[config.mk]
export PLATFORM = sky130hd
export DESIGN_NAME = task_ready_and_wakeup_list_manager
export DESIGN_NICKNAME = d
export VERILOG_FILES = /design/src/rtl/core/trwl_pkg.sv /design/src/rtl/core/task_ready_and_wakeup_list_manager.sv /design/src/rtl/core/trwl_ctrl.sv /design/src/rtl/core/trwl_datapath.sv
export VERILOG_INCLUDE_DIRS = /design/src /design/src/rtl/core
export SDC_FILE = /design/constraint.sdc
export NUM_CORES = 2
export LEC_CHECK = 0
export BUFFER_PORTS_ARGS = -buffer_cell sky130_fd_sc_hd__buf_2
export CELL_PAD_IN_SITES_DETAIL_PLACEMENT = 1
export CELL_PAD_IN_SITES_GLOBAL_PLACEMENT = 1
export CORE_UTILIZATION = 45
export CTS_CLUSTER_DIAMETER = 120
export DETAILED_ROUTE_END_ITERATION = 12
export GPL_TIMING_DRIVEN = 0
export PLACE_DENSITY = 0.83
export SLEW_MARGIN = 15
export SYNTH_ARGS = -nofsm -noshare
export SYNTH_HDL_FRONTEND = slang
export SYNTH_HIERARCHICAL = 1
export SYNTH_SLANG_ARGS = --single-unit
[constraint.sdc]
create_clock -name clk_i -period 8.5 [get_ports clk_i]
set_input_delay 1.7 -clock clk_i [delete_from_list [all_inputs] [get_ports clk_i]]
set_output_delay 1.7 -clock clk_i [all_outputs]
set_load 0.005 [all_outputs]
[src/rtl/core/task_ready_and_wakeup_list_manager_macros.svh]
// assertion helpers for the task list manager
`ifndef TASK_READY_AND_WAKEUP_LIST_MANAGER_MACROS_SVH
`define TASK_READY_AND_WAKEUP_LIST_MANAGER_MACROS_SVH
`ifndef SYNTHESIS
`define TRWL_ASSERT_IMPL(lbl, ante, cons) \
  lbl: assert property (@(posedge clk_i) disable iff (!rst_ni) (ante) |-> (cons)) \
    else $error("trwl check failed");
`define TRWL_ASSERT_NEXT(lbl, ante, cons) \
  lbl: assert property (@(posedge clk_i) disable iff (!rst_ni) (ante) |=> (cons)) \
    else $error("trwl check failed");
`else
`define TRWL_ASSERT_IMPL(lbl, ante, cons)
`define TRWL_ASSERT_NEXT(lbl, ante, cons)
`endif
`endif

[src/rtl/core/trwl_pkg.sv]
`timescale 1ns / 1ps
`default_nettype none
package trwl_pkg;

  localparam int unsigned NUM_TASKS_DEF     = 16;
  localparam int unsigned PRIORITY_BITS_DEF = 8;
  localparam int unsigned TICK_BITS_DEF     = 32;

  localparam int unsigned ACT_W     = 4;
  localparam int unsigned SLOT_W    = 4;
  localparam int unsigned PRIO_IN_W = 8;
  localparam int unsigned TICK_IN_W = 32;
  localparam int unsigned REASON_W  = 2;
  localparam int unsigned COUNT_W   = 5;
  localparam int unsigned STATE_W   = 3;

  typedef enum logic [STATE_W-1:0] {
    ST_UNUSED, ST_READY, ST_RUNNING, ST_BLOCKED, ST_SUSPENDED, ST_TERMINATED
  } task_state_e;

  typedef enum logic [ACT_W-1:0] {
    ACT_CREATE, ACT_READY, ACT_BLOCK, ACT_RUN, ACT_SUSPEND, ACT_TERMINATE,
    ACT_SET_PRIO, ACT_SET_TICK, ACT_WAKE_INS, ACT_WAKE_REM, ACT_TAIL, ACT_QUERY
  } action_e;

  typedef enum logic [REASON_W-1:0] {
    RSN_NONE, RSN_DELAY, RSN_EVENT, RSN_WAIT
  } reason_e;

  typedef enum logic [2:0] {
    K_HOLD, K_ZERO, K_INC, K_PREV, K_NEXT
  } k_op_e;

  typedef enum logic [3:0] {
    CS_IDLE, CS_DECODE, CS_RSCAN, CS_WSCAN, CS_PPREV, CS_PNEXT,
    CS_TPREV, CS_TNEXT, CS_QUERY, CS_FINISH
  } ctrl_state_e;

  typedef struct packed {
    logic        load;
    logic        ld_key;
    logic        rd_s;
    logic        lst;
    k_op_e       k_op;
    logic        rrem;
    logic        rins;
    logic        wrem;
    logic        wins;
    logic        wr_st;
    task_state_e st_val;
    logic        wr_rsn;
    logic        rsn_in;
    logic        wr_prio;
    logic        wr_tick;
    logic        create;
    logic        set_ok;
    logic        set_nxt;
    logic        done;
  } trwl_cmd_t;

  typedef struct packed {
    logic [ACT_W-1:0] act;
    logic             slot_ok;
    logic             free_found;
    task_state_e      st;
    logic             timed;
    logic             inw;
    logic             pos_first;
    logic             pos_last;
    logic             k_end;
    logic             p_eq;
    logic             t_eq;
    logic             r_key_gt;
    logic             r_in_le;
    logic             r_in_ge;
    logic             w_key_bf;
    logic             w_in_nbf;
    logic             w_rd_nbf;
  } trwl_stat_t;

endpackage
`default_nettype wire

[src/rtl/core/task_ready_and_wakeup_list_manager.sv]
`timescale 1ns / 1ps
`default_nettype none
// channel   direction  handshake                    payload
// command   in         in_valid_i / in_stall_o      action, slot, new_priority, wake_tick,
//                                                   wait_reason
// result    out        out_valid_o / out_stall_i    ok, created_slot, ready_head, ready_nonempty,
//                                                   ready_count, wakeup_head, wakeup_nonempty,
//                                                   next_wakeup, next_valid, slot_state
//
// one command at a time: accept, decode, then for a list insert a walk of one position a cycle
// through the single table read port; a reorder first makes two neighbor checks, then, if the
// entry no longer fits, a walk of the list
// reset empties the slot table and both lists at once, no clearing pass
// the result register holds until taken; the next item is accepted meanwhile
// but its result waits in the finish state until the register is free
module task_ready_and_wakeup_list_manager #(
  parameter int unsigned NUM_TASKS     = trwl_pkg::NUM_TASKS_DEF,
  parameter int unsigned PRIORITY_BITS = trwl_pkg::PRIORITY_BITS_DEF,
  parameter int unsigned TICK_BITS     = trwl_pkg::TICK_BITS_DEF
) (
  input  logic                            clk_i,
  input  logic                            rst_ni,
  input  logic                            in_valid_i,
  output logic                            in_stall_o,
  input  logic [trwl_pkg::ACT_W-1:0]      action_i,
  input  logic [trwl_pkg::SLOT_W-1:0]     slot_i,
  input  logic [trwl_pkg::PRIO_IN_W-1:0]  new_priority_i,
  input  logic [trwl_pkg::TICK_IN_W-1:0]  wake_tick_i,
  input  logic [trwl_pkg::REASON_W-1:0]   wait_reason_i,
  output logic                            out_valid_o,
  input  logic                            out_stall_i,
  output logic                            ok_o,
  output logic [trwl_pkg::SLOT_W-1:0]     created_slot_o,
  output logic [trwl_pkg::SLOT_W-1:0]     ready_head_o,
  output logic                            ready_nonempty_o,
  output logic [trwl_pkg::COUNT_W-1:0]    ready_count_o,
  output logic [trwl_pkg::SLOT_W-1:0]     wakeup_head_o,
  output logic                            wakeup_nonempty_o,
  output logic [trwl_pkg::SLOT_W-1:0]     next_wakeup_o,
  output logic                            next_valid_o,
  output logic [trwl_pkg::STATE_W-1:0]    slot_state_o
);

  trwl_pkg::trwl_cmd_t  cmd;
  trwl_pkg::trwl_stat_t stat;

  trwl_ctrl u_ctrl (
    .clk_i       (clk_i),
    .rst_ni      (rst_ni),
    .in_valid_i  (in_valid_i),
    .in_stall_o  (in_stall_o),
    .out_valid_o (out_valid_o),
    .out_stall_i (out_stall_i),
    .stat_i      (stat),
    .cmd_o       (cmd)
  );

  trwl_datapath #(
    .NUM_TASKS     (NUM_TASKS),
    .PRIORITY_BITS (PRIORITY_BITS),
    .TICK_BITS     (TICK_BITS)
  ) u_datapath (
    .clk_i             (clk_i),
    .rst_ni            (rst_ni),
    .cmd_i             (cmd),
    .stat_o            (stat),
    .action_i          (action_i),
    .slot_i            (slot_i),
    .new_priority_i    (new_priority_i),
    .wake_tick_i       (wake_tick_i),
    .wait_reason_i     (wait_reason_i),
    .ok_o              (ok_o),
    .created_slot_o    (created_slot_o),
    .ready_head_o      (ready_head_o),
    .ready_nonempty_o  (ready_nonempty_o),
    .ready_count_o     (ready_count_o),
    .wakeup_head_o     (wakeup_head_o),
    .wakeup_nonempty_o (wakeup_nonempty_o),
    .next_wakeup_o     (next_wakeup_o),
    .next_valid_o      (next_valid_o),
    .slot_state_o      (slot_state_o)
  );

`include "task_ready_and_wakeup_list_manager_macros.svh"

  `TRWL_ASSERT_NEXT(a_busy_after_accept, in_valid_i && !in_stall_o, in_stall_o)
  `TRWL_ASSERT_IMPL(a_one_ready_op, cmd.rins, !cmd.rrem)
  `TRWL_ASSERT_IMPL(a_count_nonempty, out_valid_o && (ready_count_o != '0), ready_nonempty_o)
  `TRWL_ASSERT_IMPL(a_next_zero, out_valid_o && !next_valid_o, next_wakeup_o == '0)

endmodule
`default_nettype wire

[src/rtl/core/trwl_ctrl.sv]
`timescale 1ns / 1ps
`default_nettype none
module trwl_ctrl (
  input  logic                   clk_i,
  input  logic                   rst_ni,
  input  logic                   in_valid_i,
  output logic                   in_stall_o,
  output logic                   out_valid_o,
  input  logic                   out_stall_i,
  input  trwl_pkg::trwl_stat_t   stat_i,
  output trwl_pkg::trwl_cmd_t    cmd_o
);

  trwl_pkg::ctrl_state_e state_q, state_d;
  logic fit_q, fit_d;
  logic out_valid_q, out_valid_d;
  logic bt;

  always_ff @(posedge clk_i or negedge rst_ni) begin
    if (!rst_ni) begin
      state_q     <= trwl_pkg::CS_IDLE;
      fit_q       <= 1'b0;
      out_valid_q <= 1'b0;
    end else begin
      state_q     <= state_d;
      fit_q       <= fit_d;
      out_valid_q <= out_valid_d;
    end
  end

  assign in_stall_o  = (state_q != trwl_pkg::CS_IDLE);
  assign out_valid_o = out_valid_q;
  assign bt = (stat_i.st == trwl_pkg::ST_BLOCKED) && stat_i.timed;

  always_comb begin
    cmd_o       = '0;
    state_d     = state_q;
    fit_d       = fit_q;
    out_valid_d = out_valid_q && out_stall_i;
    unique case (state_q)
      trwl_pkg::CS_IDLE: begin
        if (in_valid_i) begin
          cmd_o.load = 1'b1;
          state_d    = trwl_pkg::CS_DECODE;
        end
      end
      trwl_pkg::CS_DECODE: begin
        cmd_o.rd_s   = 1'b1;
        cmd_o.ld_key = 1'b1;
        cmd_o.lst    = (stat_i.act == trwl_pkg::ACT_SET_TICK) ||
                       (stat_i.act == trwl_pkg::ACT_QUERY);
        state_d      = trwl_pkg::CS_FINISH;
        if (stat_i.act == trwl_pkg::ACT_CREATE) begin
          if (stat_i.free_found) begin
            cmd_o.create = 1'b1;
            cmd_o.set_ok = 1'b1;
            cmd_o.k_op   = trwl_pkg::K_ZERO;
            state_d      = trwl_pkg::CS_RSCAN;
          end
        end else if (stat_i.slot_ok) begin
          unique case (stat_i.act)
            trwl_pkg::ACT_READY: begin
              if (stat_i.st == trwl_pkg::ST_READY) begin
                cmd_o.set_ok = 1'b1;
              end else if (!(bt && !stat_i.inw)) begin
                cmd_o.wrem   = bt;
                cmd_o.wr_st  = 1'b1;
                cmd_o.st_val = trwl_pkg::ST_READY;
                cmd_o.wr_rsn = 1'b1;
                cmd_o.k_op   = trwl_pkg::K_ZERO;
                cmd_o.set_ok = 1'b1;
                state_d      = trwl_pkg::CS_RSCAN;
              end
            end
            trwl_pkg::ACT_BLOCK, trwl_pkg::ACT_RUN, trwl_pkg::ACT_TERMINATE: begin
              cmd_o.set_ok = 1'b1;
              priority if (stat_i.act == trwl_pkg::ACT_BLOCK) begin
                cmd_o.st_val = trwl_pkg::ST_BLOCKED;
                cmd_o.wr_rsn = 1'b1;
                cmd_o.rsn_in = 1'b1;
              end else if (stat_i.act == trwl_pkg::ACT_RUN) begin
                cmd_o.st_val = trwl_pkg::ST_RUNNING;
              end else begin
                cmd_o.st_val = trwl_pkg::ST_TERMINATED;
              end
              if (stat_i.st != cmd_o.st_val) begin
                cmd_o.wr_st = 1'b1;
                cmd_o.rrem  = (stat_i.st == trwl_pkg::ST_READY);
              end
            end
            trwl_pkg::ACT_SUSPEND: begin
              if (stat_i.st == trwl_pkg::ST_SUSPENDED) begin
                cmd_o.set_ok = 1'b1;
              end else if (!(bt && !stat_i.inw)) begin
                cmd_o.wrem   = bt;
                cmd_o.rrem   = (stat_i.st == trwl_pkg::ST_READY);
                cmd_o.wr_st  = 1'b1;
                cmd_o.st_val = trwl_pkg::ST_SUSPENDED;
                cmd_o.wr_rsn = 1'b1;
                cmd_o.set_ok = 1'b1;
              end
            end
            trwl_pkg::ACT_SET_PRIO: begin
              if (stat_i.p_eq) begin
                cmd_o.set_ok = 1'b1;
              end else if (stat_i.st != trwl_pkg::ST_READY) begin
                cmd_o.wr_prio = 1'b1;
                cmd_o.set_ok  = 1'b1;
              end else begin
                cmd_o.k_op = trwl_pkg::K_PREV;
                state_d    = trwl_pkg::CS_PPREV;
              end
            end
            trwl_pkg::ACT_SET_TICK: begin
              if (stat_i.t_eq) begin
                cmd_o.set_ok = 1'b1;
              end else if (!(bt && stat_i.inw)) begin
                cmd_o.wr_tick = 1'b1;
                cmd_o.set_ok  = 1'b1;
              end else begin
                cmd_o.k_op = trwl_pkg::K_PREV;
                state_d    = trwl_pkg::CS_TPREV;
              end
            end
            trwl_pkg::ACT_WAKE_INS: begin
              if (bt && !stat_i.inw) begin
                cmd_o.k_op   = trwl_pkg::K_ZERO;
                cmd_o.set_ok = 1'b1;
                state_d      = trwl_pkg::CS_WSCAN;
              end
            end
            trwl_pkg::ACT_WAKE_REM: begin
              if (bt && stat_i.inw) begin
                cmd_o.wrem   = 1'b1;
                cmd_o.set_ok = 1'b1;
              end
            end
            trwl_pkg::ACT_TAIL: begin
              if (stat_i.st == trwl_pkg::ST_RUNNING) begin
                cmd_o.wr_st  = 1'b1;
                cmd_o.st_val = trwl_pkg::ST_READY;
                cmd_o.wr_rsn = 1'b1;
                cmd_o.k_op   = trwl_pkg::K_ZERO;
                cmd_o.set_ok = 1'b1;
                state_d      = trwl_pkg::CS_RSCAN;
              end else if (stat_i.st == trwl_pkg::ST_READY) begin
                cmd_o.rrem   = 1'b1;
                cmd_o.k_op   = trwl_pkg::K_ZERO;
                cmd_o.set_ok = 1'b1;
                state_d      = trwl_pkg::CS_RSCAN;
              end
            end
            trwl_pkg::ACT_QUERY: begin
              cmd_o.set_ok = 1'b1;
              if (stat_i.inw && !stat_i.pos_last) begin
                cmd_o.k_op = trwl_pkg::K_NEXT;
                state_d    = trwl_pkg::CS_QUERY;
              end
            end
            default: ;
          endcase
        end
      end
      trwl_pkg::CS_RSCAN: begin
        if (stat_i.k_end || stat_i.r_key_gt) begin
          cmd_o.rins = 1'b1;
          state_d    = trwl_pkg::CS_FINISH;
        end else begin
          cmd_o.k_op = trwl_pkg::K_INC;
        end
      end
      trwl_pkg::CS_WSCAN: begin
        cmd_o.lst = 1'b1;
        if (stat_i.k_end || stat_i.w_key_bf) begin
          cmd_o.wins = 1'b1;
          state_d    = trwl_pkg::CS_FINISH;
        end else begin
          cmd_o.k_op = trwl_pkg::K_INC;
        end
      end
      trwl_pkg::CS_PPREV: begin
        fit_d      = stat_i.pos_first || stat_i.r_in_le;
        cmd_o.k_op = trwl_pkg::K_NEXT;
        state_d    = trwl_pkg::CS_PNEXT;
      end
      trwl_pkg::CS_PNEXT: begin
        cmd_o.wr_prio = 1'b1;
        cmd_o.set_ok  = 1'b1;
        if (fit_q && (stat_i.pos_last || stat_i.r_in_ge)) begin
          state_d = trwl_pkg::CS_FINISH;
        end else begin
          cmd_o.rrem = 1'b1;
          cmd_o.k_op = trwl_pkg::K_ZERO;
          state_d    = trwl_pkg::CS_RSCAN;
        end
      end
      trwl_pkg::CS_TPREV: begin
        cmd_o.lst  = 1'b1;
        fit_d      = stat_i.pos_first || stat_i.w_in_nbf;
        cmd_o.k_op = trwl_pkg::K_NEXT;
        state_d    = trwl_pkg::CS_TNEXT;
      end
      trwl_pkg::CS_TNEXT: begin
        cmd_o.lst     = 1'b1;
        cmd_o.wr_tick = 1'b1;
        cmd_o.set_ok  = 1'b1;
        if (fit_q && (stat_i.pos_last || stat_i.w_rd_nbf)) begin
          state_d = trwl_pkg::CS_FINISH;
        end else begin
          cmd_o.wrem = 1'b1;
          cmd_o.k_op = trwl_pkg::K_ZERO;
          state_d    = trwl_pkg::CS_WSCAN;
        end
      end
      trwl_pkg::CS_QUERY: begin
        cmd_o.lst     = 1'b1;
        cmd_o.set_nxt = 1'b1;
        state_d       = trwl_pkg::CS_FINISH;
      end
      trwl_pkg::CS_FINISH: begin
        if (!out_valid_q || !out_stall_i) begin
          cmd_o.done  = 1'b1;
          out_valid_d = 1'b1;
          state_d     = trwl_pkg::CS_IDLE;
        end
      end
      default: state_d = trwl_pkg::CS_IDLE;
    endcase
  end

endmodule
`default_nettype wire

[src/rtl/core/trwl_datapath.sv]
`timescale 1ns / 1ps
`default_nettype none
module trwl_datapath #(
  parameter int unsigned NUM_TASKS     = trwl_pkg::NUM_TASKS_DEF,
  parameter int unsigned PRIORITY_BITS = trwl_pkg::PRIORITY_BITS_DEF,
  parameter int unsigned TICK_BITS     = trwl_pkg::TICK_BITS_DEF
) (
  input  logic                            clk_i,
  input  logic                            rst_ni,
  input  trwl_pkg::trwl_cmd_t             cmd_i,
  output trwl_pkg::trwl_stat_t            stat_o,
  input  logic [trwl_pkg::ACT_W-1:0]      action_i,
  input  logic [trwl_pkg::SLOT_W-1:0]     slot_i,
  input  logic [trwl_pkg::PRIO_IN_W-1:0]  new_priority_i,
  input  logic [trwl_pkg::TICK_IN_W-1:0]  wake_tick_i,
  input  logic [trwl_pkg::REASON_W-1:0]   wait_reason_i,
  output logic                            ok_o,
  output logic [trwl_pkg::SLOT_W-1:0]     created_slot_o,
  output logic [trwl_pkg::SLOT_W-1:0]     ready_head_o,
  output logic                            ready_nonempty_o,
  output logic [trwl_pkg::COUNT_W-1:0]    ready_count_o,
  output logic [trwl_pkg::SLOT_W-1:0]     wakeup_head_o,
  output logic                            wakeup_nonempty_o,
  output logic [trwl_pkg::SLOT_W-1:0]     next_wakeup_o,
  output logic                            next_valid_o,
  output logic [trwl_pkg::STATE_W-1:0]    slot_state_o
);

  localparam int unsigned IW = $clog2(NUM_TASKS);
  localparam int unsigned KW = $clog2(NUM_TASKS + 1);

  trwl_pkg::task_state_e         st_q   [NUM_TASKS];
  logic [trwl_pkg::REASON_W-1:0] rsn_q  [NUM_TASKS];
  logic [PRIORITY_BITS-1:0]      prio_q [NUM_TASKS];
  logic [TICK_BITS-1:0]          tick_q [NUM_TASKS];
  logic                          rmem_q [NUM_TASKS];
  logic                          wmem_q [NUM_TASKS];
  logic [IW-1:0]                 rpos_q [NUM_TASKS];
  logic [IW-1:0]                 wpos_q [NUM_TASKS];
  logic [KW-1:0]                 rlen_q, wlen_q, k_q;

  logic [IW-1:0]                 s_q, nxt_q;
  logic [trwl_pkg::ACT_W-1:0]    act_q;
  logic [PRIORITY_BITS-1:0]      pin_q, pkey_q;
  logic [TICK_BITS-1:0]          tin_q, tkey_q;
  logic [trwl_pkg::REASON_W-1:0] rin_q;
  logic                          slot_ok_q, ok_q, nv_q;

  logic [31:0]              prio_ext, s_ext, rh_ext, wh_ext, nx_ext, rl_ext;
  logic                     free_found;
  logic [IW-1:0]            free_idx, at_r, at_w, r_head, w_head, rd_idx, pos_s;
  logic [KW-1:0]            len_s;
  logic [PRIORITY_BITS-1:0] rd_prio;
  logic [TICK_BITS-1:0]     rd_tick;
  logic                     have_slot;

  function automatic logic before_f(input logic [TICK_BITS-1:0] a,
                                    input logic [TICK_BITS-1:0] b);
    logic [TICK_BITS-1:0] d;
    d = a - b;
    return d[TICK_BITS-1];
  endfunction

  assign prio_ext = 32'(new_priority_i);

  always_comb begin
    free_found = 1'b0;
    free_idx   = '0;
    for (int j = NUM_TASKS - 1; j >= 0; j--) begin
      if (st_q[j] == trwl_pkg::ST_UNUSED) begin
        free_found = 1'b1;
        free_idx   = IW'(j);
      end
    end
  end

  // slot sitting at list position k, and the list heads
  always_comb begin
    at_r   = '0;
    at_w   = '0;
    r_head = '0;
    w_head = '0;
    for (int j = 0; j < NUM_TASKS; j++) begin
      if (rmem_q[j] && (KW'(rpos_q[j]) == k_q)) at_r = IW'(j);
      if (wmem_q[j] && (KW'(wpos_q[j]) == k_q)) at_w = IW'(j);
      if (rmem_q[j] && (rpos_q[j] == '0)) r_head = IW'(j);
      if (wmem_q[j] && (wpos_q[j] == '0)) w_head = IW'(j);
    end
  end

  assign rd_idx  = cmd_i.rd_s ? s_q : (cmd_i.lst ? at_w : at_r);
  assign rd_prio = prio_q[rd_idx];
  assign rd_tick = tick_q[rd_idx];
  assign pos_s   = cmd_i.lst ? wpos_q[s_q] : rpos_q[s_q];
  assign len_s   = cmd_i.lst ? wlen_q : rlen_q;

  always_comb begin
    stat_o.act        = act_q;
    stat_o.slot_ok    = slot_ok_q;
    stat_o.free_found = free_found;
    stat_o.st         = st_q[s_q];
    stat_o.timed      = (rsn_q[s_q] == trwl_pkg::RSN_DELAY) ||
                        (rsn_q[s_q] == trwl_pkg::RSN_EVENT);
    stat_o.inw        = wmem_q[s_q];
    stat_o.pos_first  = (pos_s == '0);
    stat_o.pos_last   = ((KW'(pos_s) + KW'(1)) >= len_s);
    stat_o.k_end      = (k_q == len_s);
    stat_o.p_eq       = (rd_prio == pin_q);
    stat_o.t_eq       = (rd_tick == tin_q);
    stat_o.r_key_gt   = (pkey_q > rd_prio);
    stat_o.r_in_le    = (rd_prio >= pin_q);
    stat_o.r_in_ge    = (pin_q >= rd_prio);
    stat_o.w_key_bf   = before_f(tkey_q, rd_tick);
    stat_o.w_in_nbf   = !before_f(tin_q, rd_tick);
    stat_o.w_rd_nbf   = !before_f(rd_tick, tin_q);
  end

  always_ff @(posedge clk_i or negedge rst_ni) begin
    if (!rst_ni) begin
      for (int j = 0; j < NUM_TASKS; j++) begin
        st_q[j]   <= trwl_pkg::ST_UNUSED;
        rsn_q[j]  <= trwl_pkg::RSN_NONE;
        tick_q[j] <= '0;
        rmem_q[j] <= 1'b0;
        wmem_q[j] <= 1'b0;
      end
      rlen_q <= '0;
      wlen_q <= '0;
    end else begin
      if (cmd_i.create) begin
        st_q[free_idx]   <= trwl_pkg::ST_READY;
        rsn_q[free_idx]  <= trwl_pkg::RSN_NONE;
        tick_q[free_idx] <= '0;
        wmem_q[free_idx] <= 1'b0;
      end
      if (cmd_i.wr_st) st_q[s_q] <= cmd_i.st_val;
      if (cmd_i.wr_rsn) rsn_q[s_q] <= cmd_i.rsn_in ? rin_q : trwl_pkg::RSN_NONE;
      if (cmd_i.wr_tick) tick_q[s_q] <= tin_q;
      if (cmd_i.rrem) begin
        rmem_q[s_q] <= 1'b0;
        rlen_q      <= rlen_q - KW'(1);
      end
      if (cmd_i.rins) begin
        rmem_q[s_q] <= 1'b1;
        rlen_q      <= rlen_q + KW'(1);
      end
      if (cmd_i.wrem) begin
        wmem_q[s_q] <= 1'b0;
        wlen_q      <= wlen_q - KW'(1);
      end
      if (cmd_i.wins) begin
        wmem_q[s_q] <= 1'b1;
        wlen_q      <= wlen_q + KW'(1);
      end
    end
  end

  // list positions shift around the removed or inserted entry
  always_ff @(posedge clk_i) begin
    for (int j = 0; j < NUM_TASKS; j++) begin
      if (cmd_i.rrem && rmem_q[j] && (rpos_q[j] > rpos_q[s_q])) rpos_q[j] <= rpos_q[j] - IW'(1);
      if (cmd_i.rins && rmem_q[j] && (KW'(rpos_q[j]) >= k_q)) rpos_q[j] <= rpos_q[j] + IW'(1);
      if (cmd_i.wrem && wmem_q[j] && (wpos_q[j] > wpos_q[s_q])) wpos_q[j] <= wpos_q[j] - IW'(1);
      if (cmd_i.wins && wmem_q[j] && (KW'(wpos_q[j]) >= k_q)) wpos_q[j] <= wpos_q[j] + IW'(1);
    end
    if (cmd_i.rins) rpos_q[s_q] <= IW'(k_q);
    if (cmd_i.wins) wpos_q[s_q] <= IW'(k_q);
    if (cmd_i.create) prio_q[free_idx] <= pin_q;
    if (cmd_i.wr_prio) prio_q[s_q] <= pin_q;
  end

  always_ff @(posedge clk_i) begin
    if (cmd_i.load) begin
      act_q     <= action_i;
      s_q       <= IW'(slot_i);
      pin_q     <= prio_ext[PRIORITY_BITS-1:0];
      tin_q     <= wake_tick_i[TICK_BITS-1:0];
      rin_q     <= wait_reason_i;
      slot_ok_q <= (32'(slot_i) < 32'(NUM_TASKS));
      ok_q      <= 1'b0;
      nv_q      <= 1'b0;
      nxt_q     <= '0;
    end
    if (cmd_i.create) s_q <= free_idx;
    if (cmd_i.set_ok) ok_q <= 1'b1;
    if (cmd_i.set_nxt) begin
      nxt_q <= at_w;
      nv_q  <= 1'b1;
    end
    if (cmd_i.create || cmd_i.wr_prio) pkey_q <= pin_q;
    else if (cmd_i.ld_key) pkey_q <= rd_prio;
    if (cmd_i.wr_tick) tkey_q <= tin_q;
    else if (cmd_i.ld_key) tkey_q <= rd_tick;
    unique case (cmd_i.k_op)
      trwl_pkg::K_ZERO: k_q <= '0;
      trwl_pkg::K_INC:  k_q <= k_q + KW'(1);
      trwl_pkg::K_PREV: k_q <= KW'(pos_s) - KW'(1);
      trwl_pkg::K_NEXT: k_q <= KW'(pos_s) + KW'(1);
      default:          k_q <= k_q;
    endcase
  end

  assign s_ext  = 32'(s_q);
  assign rh_ext = 32'(r_head);
  assign wh_ext = 32'(w_head);
  assign nx_ext = 32'(nxt_q);
  assign rl_ext = 32'(rlen_q);
  assign have_slot = (act_q == trwl_pkg::ACT_CREATE) ? ok_q :
                     (slot_ok_q && (act_q <= trwl_pkg::ACT_QUERY));

  always_ff @(posedge clk_i) begin
    if (cmd_i.done) begin
      ok_o              <= ok_q;
      created_slot_o    <= ((act_q == trwl_pkg::ACT_CREATE) && ok_q) ?
                           s_ext[trwl_pkg::SLOT_W-1:0] : '0;
      ready_head_o      <= (rlen_q != '0) ? rh_ext[trwl_pkg::SLOT_W-1:0] : '0;
      ready_nonempty_o  <= (rlen_q != '0);
      ready_count_o     <= rl_ext[trwl_pkg::COUNT_W-1:0];
      wakeup_head_o     <= (wlen_q != '0) ? wh_ext[trwl_pkg::SLOT_W-1:0] : '0;
      wakeup_nonempty_o <= (wlen_q != '0);
      next_wakeup_o     <= nx_ext[trwl_pkg::SLOT_W-1:0];
      next_valid_o      <= nv_q;
      slot_state_o      <= have_slot ? st_q[s_q] : trwl_pkg::ST_UNUSED;
    end
  end

endmodule
`default_nettype wire
==> flow_metrics.env <==
export IMPL_status="finished with violations"
export IMPL_violations="setup timing"
export IMPL_worst_setup_path_type="reg2reg"
export IMPL_worst_ep_required_time_ns=9.02
export IMPL_synth_xor_area_share_pct=1.81
export IMPL_wl_per_cell_um=32.3
export IMPL_synth_top_area_cell="dfrtp_1"
export IMPL_grt_max_degree=102
export IMPL_syn_nets=6697
export IMPL_start_util_pct=45.5
export IMPL_routabilityCongestion=0.995
export IMPL_htreeDepth=3
export IMPL_hold_start="u_datapath/nxt_q[3]"
export IMPL_synth_top_family_by_area="simple AND/OR/NAND/NOR gates"
export IMPL_drt_antenna_violating_nets=0
export IMPL_p_total_uw=29000
export IMPL_whs_endpoint="u_datapath/next_wakeup_o[3]"
export IMPL_setup_viol=225
export IMPL_setup_ws_ns=-0.522
export IMPL_drcViolationCount=0
export IMPL_io_buffers=83
export IMPL_path_max_fanout=20
export IMPL_yosys_warnings=6
export IMPL_cp_arrival_ns=9.54
export IMPL_num_rows=133
export IMPL_pwr_density_cell_nw_per_um2=411
export IMPL_fmax_mhz=111
export IMPL_grt_pass1_vias=57459
export IMPL_die_h_um=367
export IMPL_min_period_over_period_pct=106
export IMPL_placed_cells=8033
export IMPL_layout_drive_gt1_share_pct=14.6
export IMPL_synth_top_area_share_pct=26.7
export IMPL_rsz0062_at_grt="true"
export IMPL_critPathMostFrequentCell="a21o_1"
export IMPL_dr_first_iter_drc_count=7112
export IMPL_core_area_um2=132000
export IMPL_cp_start_kind="register"
export IMPL_antenna_found_initial=15
export IMPL_wirelength_um=271000
export IMPL_hold_viol=0
export IMPL_cts_buffer_depth=3
export IMPL_ys_top_cells_by_area="dfrtp_1, edfxtp_1, ha_1"
export IMPL_cap_violations=0
export IMPL_hp_class="reg2reg"
export IMPL_synth_enable_flop_cells=383
export IMPL_grt_pass1_wl_um=388000
export IMPL_holdPathStages=0
export IMPL_synth_compound_area_share_pct=15.0
export IMPL_die_area_um2=135000
export IMPL_syn_to_final_growth_pct=17.3
export IMPL_r2r_start="u_datapath/k_q[1]"
export IMPL_synth_simple_gate_area_share_pct=18.6
export IMPL_synthFlopType="dfrtp_1"
export IMPL_rrSetupSlack_ns=-0.52
export IMPL_slowest_delay_ns=0.55
export IMPL_syn_avg_cell_area_um2=9.73
export IMPL_slew_viol_final=0
export IMPL_globalRouteOverflowTotal=0
export IMPL_vias=56375
export IMPL_clk_pin_slew_ns=0.07
export IMPL_min_period_ns=9.02
export IMPL_syn_area_um2=60000
export IMPL_root_buffer="clkbuf_16"
export IMPL_end_kind="register"
export IMPL_yosys_area_share_adder_pct=10.3
export IMPL_cpMaxStageDelayCell="clkbuf_2"
export IMPL_tns_ns=-33.18
export IMPL_cts_sinks=1029
export IMPL_dieWidth_um=367
export IMPL_clk_latency_ns=0.81
export IMPL_vias_per_cell=6.73
export IMPL_fill_cells=14484
export IMPL_slew_limit_headroom_pct=6.95
export IMPL_rr_worst_depth=40
export IMPL_yosysSeqAreaShare_pct=46.0
export IMPL_tritoncts="built"
export IMPL_holdWs_ns=0.422
export IMPL_grt_total_usage_pct=39.0
export IMPL_p_leak_uw=0.0302
export IMPL_synth_seq_cells=1029
export IMPL_synthMuxAreaShare_pct=4.68
export IMPL_async_flop_share_pct=62.2
export IMPL_ir_drop_mv=0.331
export IMPL_max_slew_worst_pin_slew_ns=1.40
export IMPL_final_nets=7048
export IMPL_worst_r2r_endpoint="u_datapath/wpos_q[3][3]"
export IMPL_synth_cell_types=100
export IMPL_fin_worst_skew_ns=0.0925
export IMPL_dp_hpwl_um=187000
export IMPL_stdcell_count=8376
export IMPL_numCtsBuffers=114
export IMPL_netlist_instances=6171
export IMPL_first_pass_iters=8
export IMPL_pin_count=84
## sequential cells by signal, indices dropped and copies added, names as in the netlist, 32 cells and up, named ones only
register,cells
u_datapath/wpos_q,64
u_datapath/rpos_q,64
u_datapath/rsn_q,32
u_datapath/tick_q,512
u_datapath/tin_q,32
u_datapath/prio_q,128
u_datapath/st_q,48
u_datapath/tkey_q,32
## kinds of logic (layout without fill, tap and decap cells)
kind of cell / after synthesis / after routing
AO/OA/AOI/OAI: 1382 / 1382
XOR/XNOR: 124 / 124
adder cells (fa/ha/maj): 472 / 472
buffers and inverters: 536 / 984
flip-flops: 1029 / 1029
multiplexers: 186 / 186
other: 1 / 2
AND/OR/NAND/NOR: 2441 / 2442
## routing by layer
metal / track usage (%) / part of all wire (%)
met1: 47.4 / 36
met2: 58.7 / 43
met3: 12.3 / 12
met4: 27.7 / 8.9
met5: 0 / 0.043
## how the worst max path moves through the flow
stage | start | endpoint | slack [ns] | cells after the start
2_1_floorplan | u_datapath/k_q[3] | u_datapath/wpos_q[8][3] | 0.03 | 43
3_3_place_gp | rst_ni | u_datapath/st_q[1] | -8.33 | 1
3_5_place_dp | u_datapath/act_q[1] | u_datapath/wpos_q[12][3] | -6.13 | 41
4_1_cts | u_datapath/k_q[2] | u_datapath/wpos_q[12][3] | -0.08 | 42
5_1_grt | u_datapath/k_q[1] | u_datapath/wpos_q[13][2] | -0.57 | 44
6_report | u_datapath/k_q[1] | u_datapath/wpos_q[3][3] | -0.52 | 40
## cell usage after synthesis (99+ instances only)
| master | number |
|---|---|
| dfrtp_1 | 640 |
| inv_1 | 125 |
| a22o_1 | 281 |
| ha_1 | 438 |
| nand3_1 | 468 |
| o21ai_0 | 363 |
| a21oi_1 | 316 |
| a21o_1 | 99 |
| edfxtp_1 | 383 |
| nor2_1 | 195 |
| o22ai_1 | 123 |
| nand2_1 | 1287 |
| clkbuf_1 | 282 |
## stage by stage
stage                     setup slack, ns  utilization, %  area, um^2
after floorplan                    0.0279               -       60000
after detailed placement            -6.13            47.9       63100
after CTS                         -0.0837            52.4       69100
after global routing               -0.569            53.3       70400
after global placement              -8.33            47.5       62600
final                              -0.522            53.3       70400
## placed cells by master (no fill, tap or decap), drive strengths merged, types with 16 or more instances in the layout
cell	instances
mux2	45
and2	53
o22ai	123
a21oi	317
nand3	468
clkinv	47
a22o	281
o211ai	56
ha	438
clkbuf	415
o21bai	28
nor2	196
nor4	33
fa	34
mux2i	71
nand2	1287
nor3	33
dfrtp	640
edfxtp	383
xor2	43
nand4	71
a311oi	19
nand2b	93
xnor2	81
a21o	99
mux4	70
bufinv	16
nor2b	93
o21ai	366
inv	123
buf	373
and3	37
## critical path: cells and delay by family, from the launching register on
family,cells,cell delay (ns)
simple gates,11,2.55
compound gates,15,2.48
buf+inv,8,1.83
fa+ha+maj,3,0.95
xor+xnor,3,0.52
flops,1,0.40
## timing repair
action / in CTS / in global routing
gates cloned: 8 / 1
setup buffers: 63 / 62
endpoints found under the setup margin: 1034 / 670
hold buffers: 0 / 0
pin swaps: 34 / 64
gates resized for setup: 414 / 210
## power breakdown
part           internal (uW)  total [uW]  leakage, uW  switching (uW)
combinational           5910       17000       0.0167           11100
clock                   3140        5430      0.00198            2290
sequential              5980        6560       0.0116             578
## layout make-up
class	instances	area [um^2]	area share, %
Clock inverter	65	897	1.27
Clock buffer	149	3180	4.52
Inverter	131	508	0.722
Antenna cell	1	2.50	0.00356
Sequential cell	1029	27600	39.3
Timing Repair Buffer	242	2060	2.93
Buffer	397	2620	3.72
Multi-Input combinational cell	4607	31300	44.4
Tap cell	1755	2200	3.12
(Power assumes the default switching activity.)
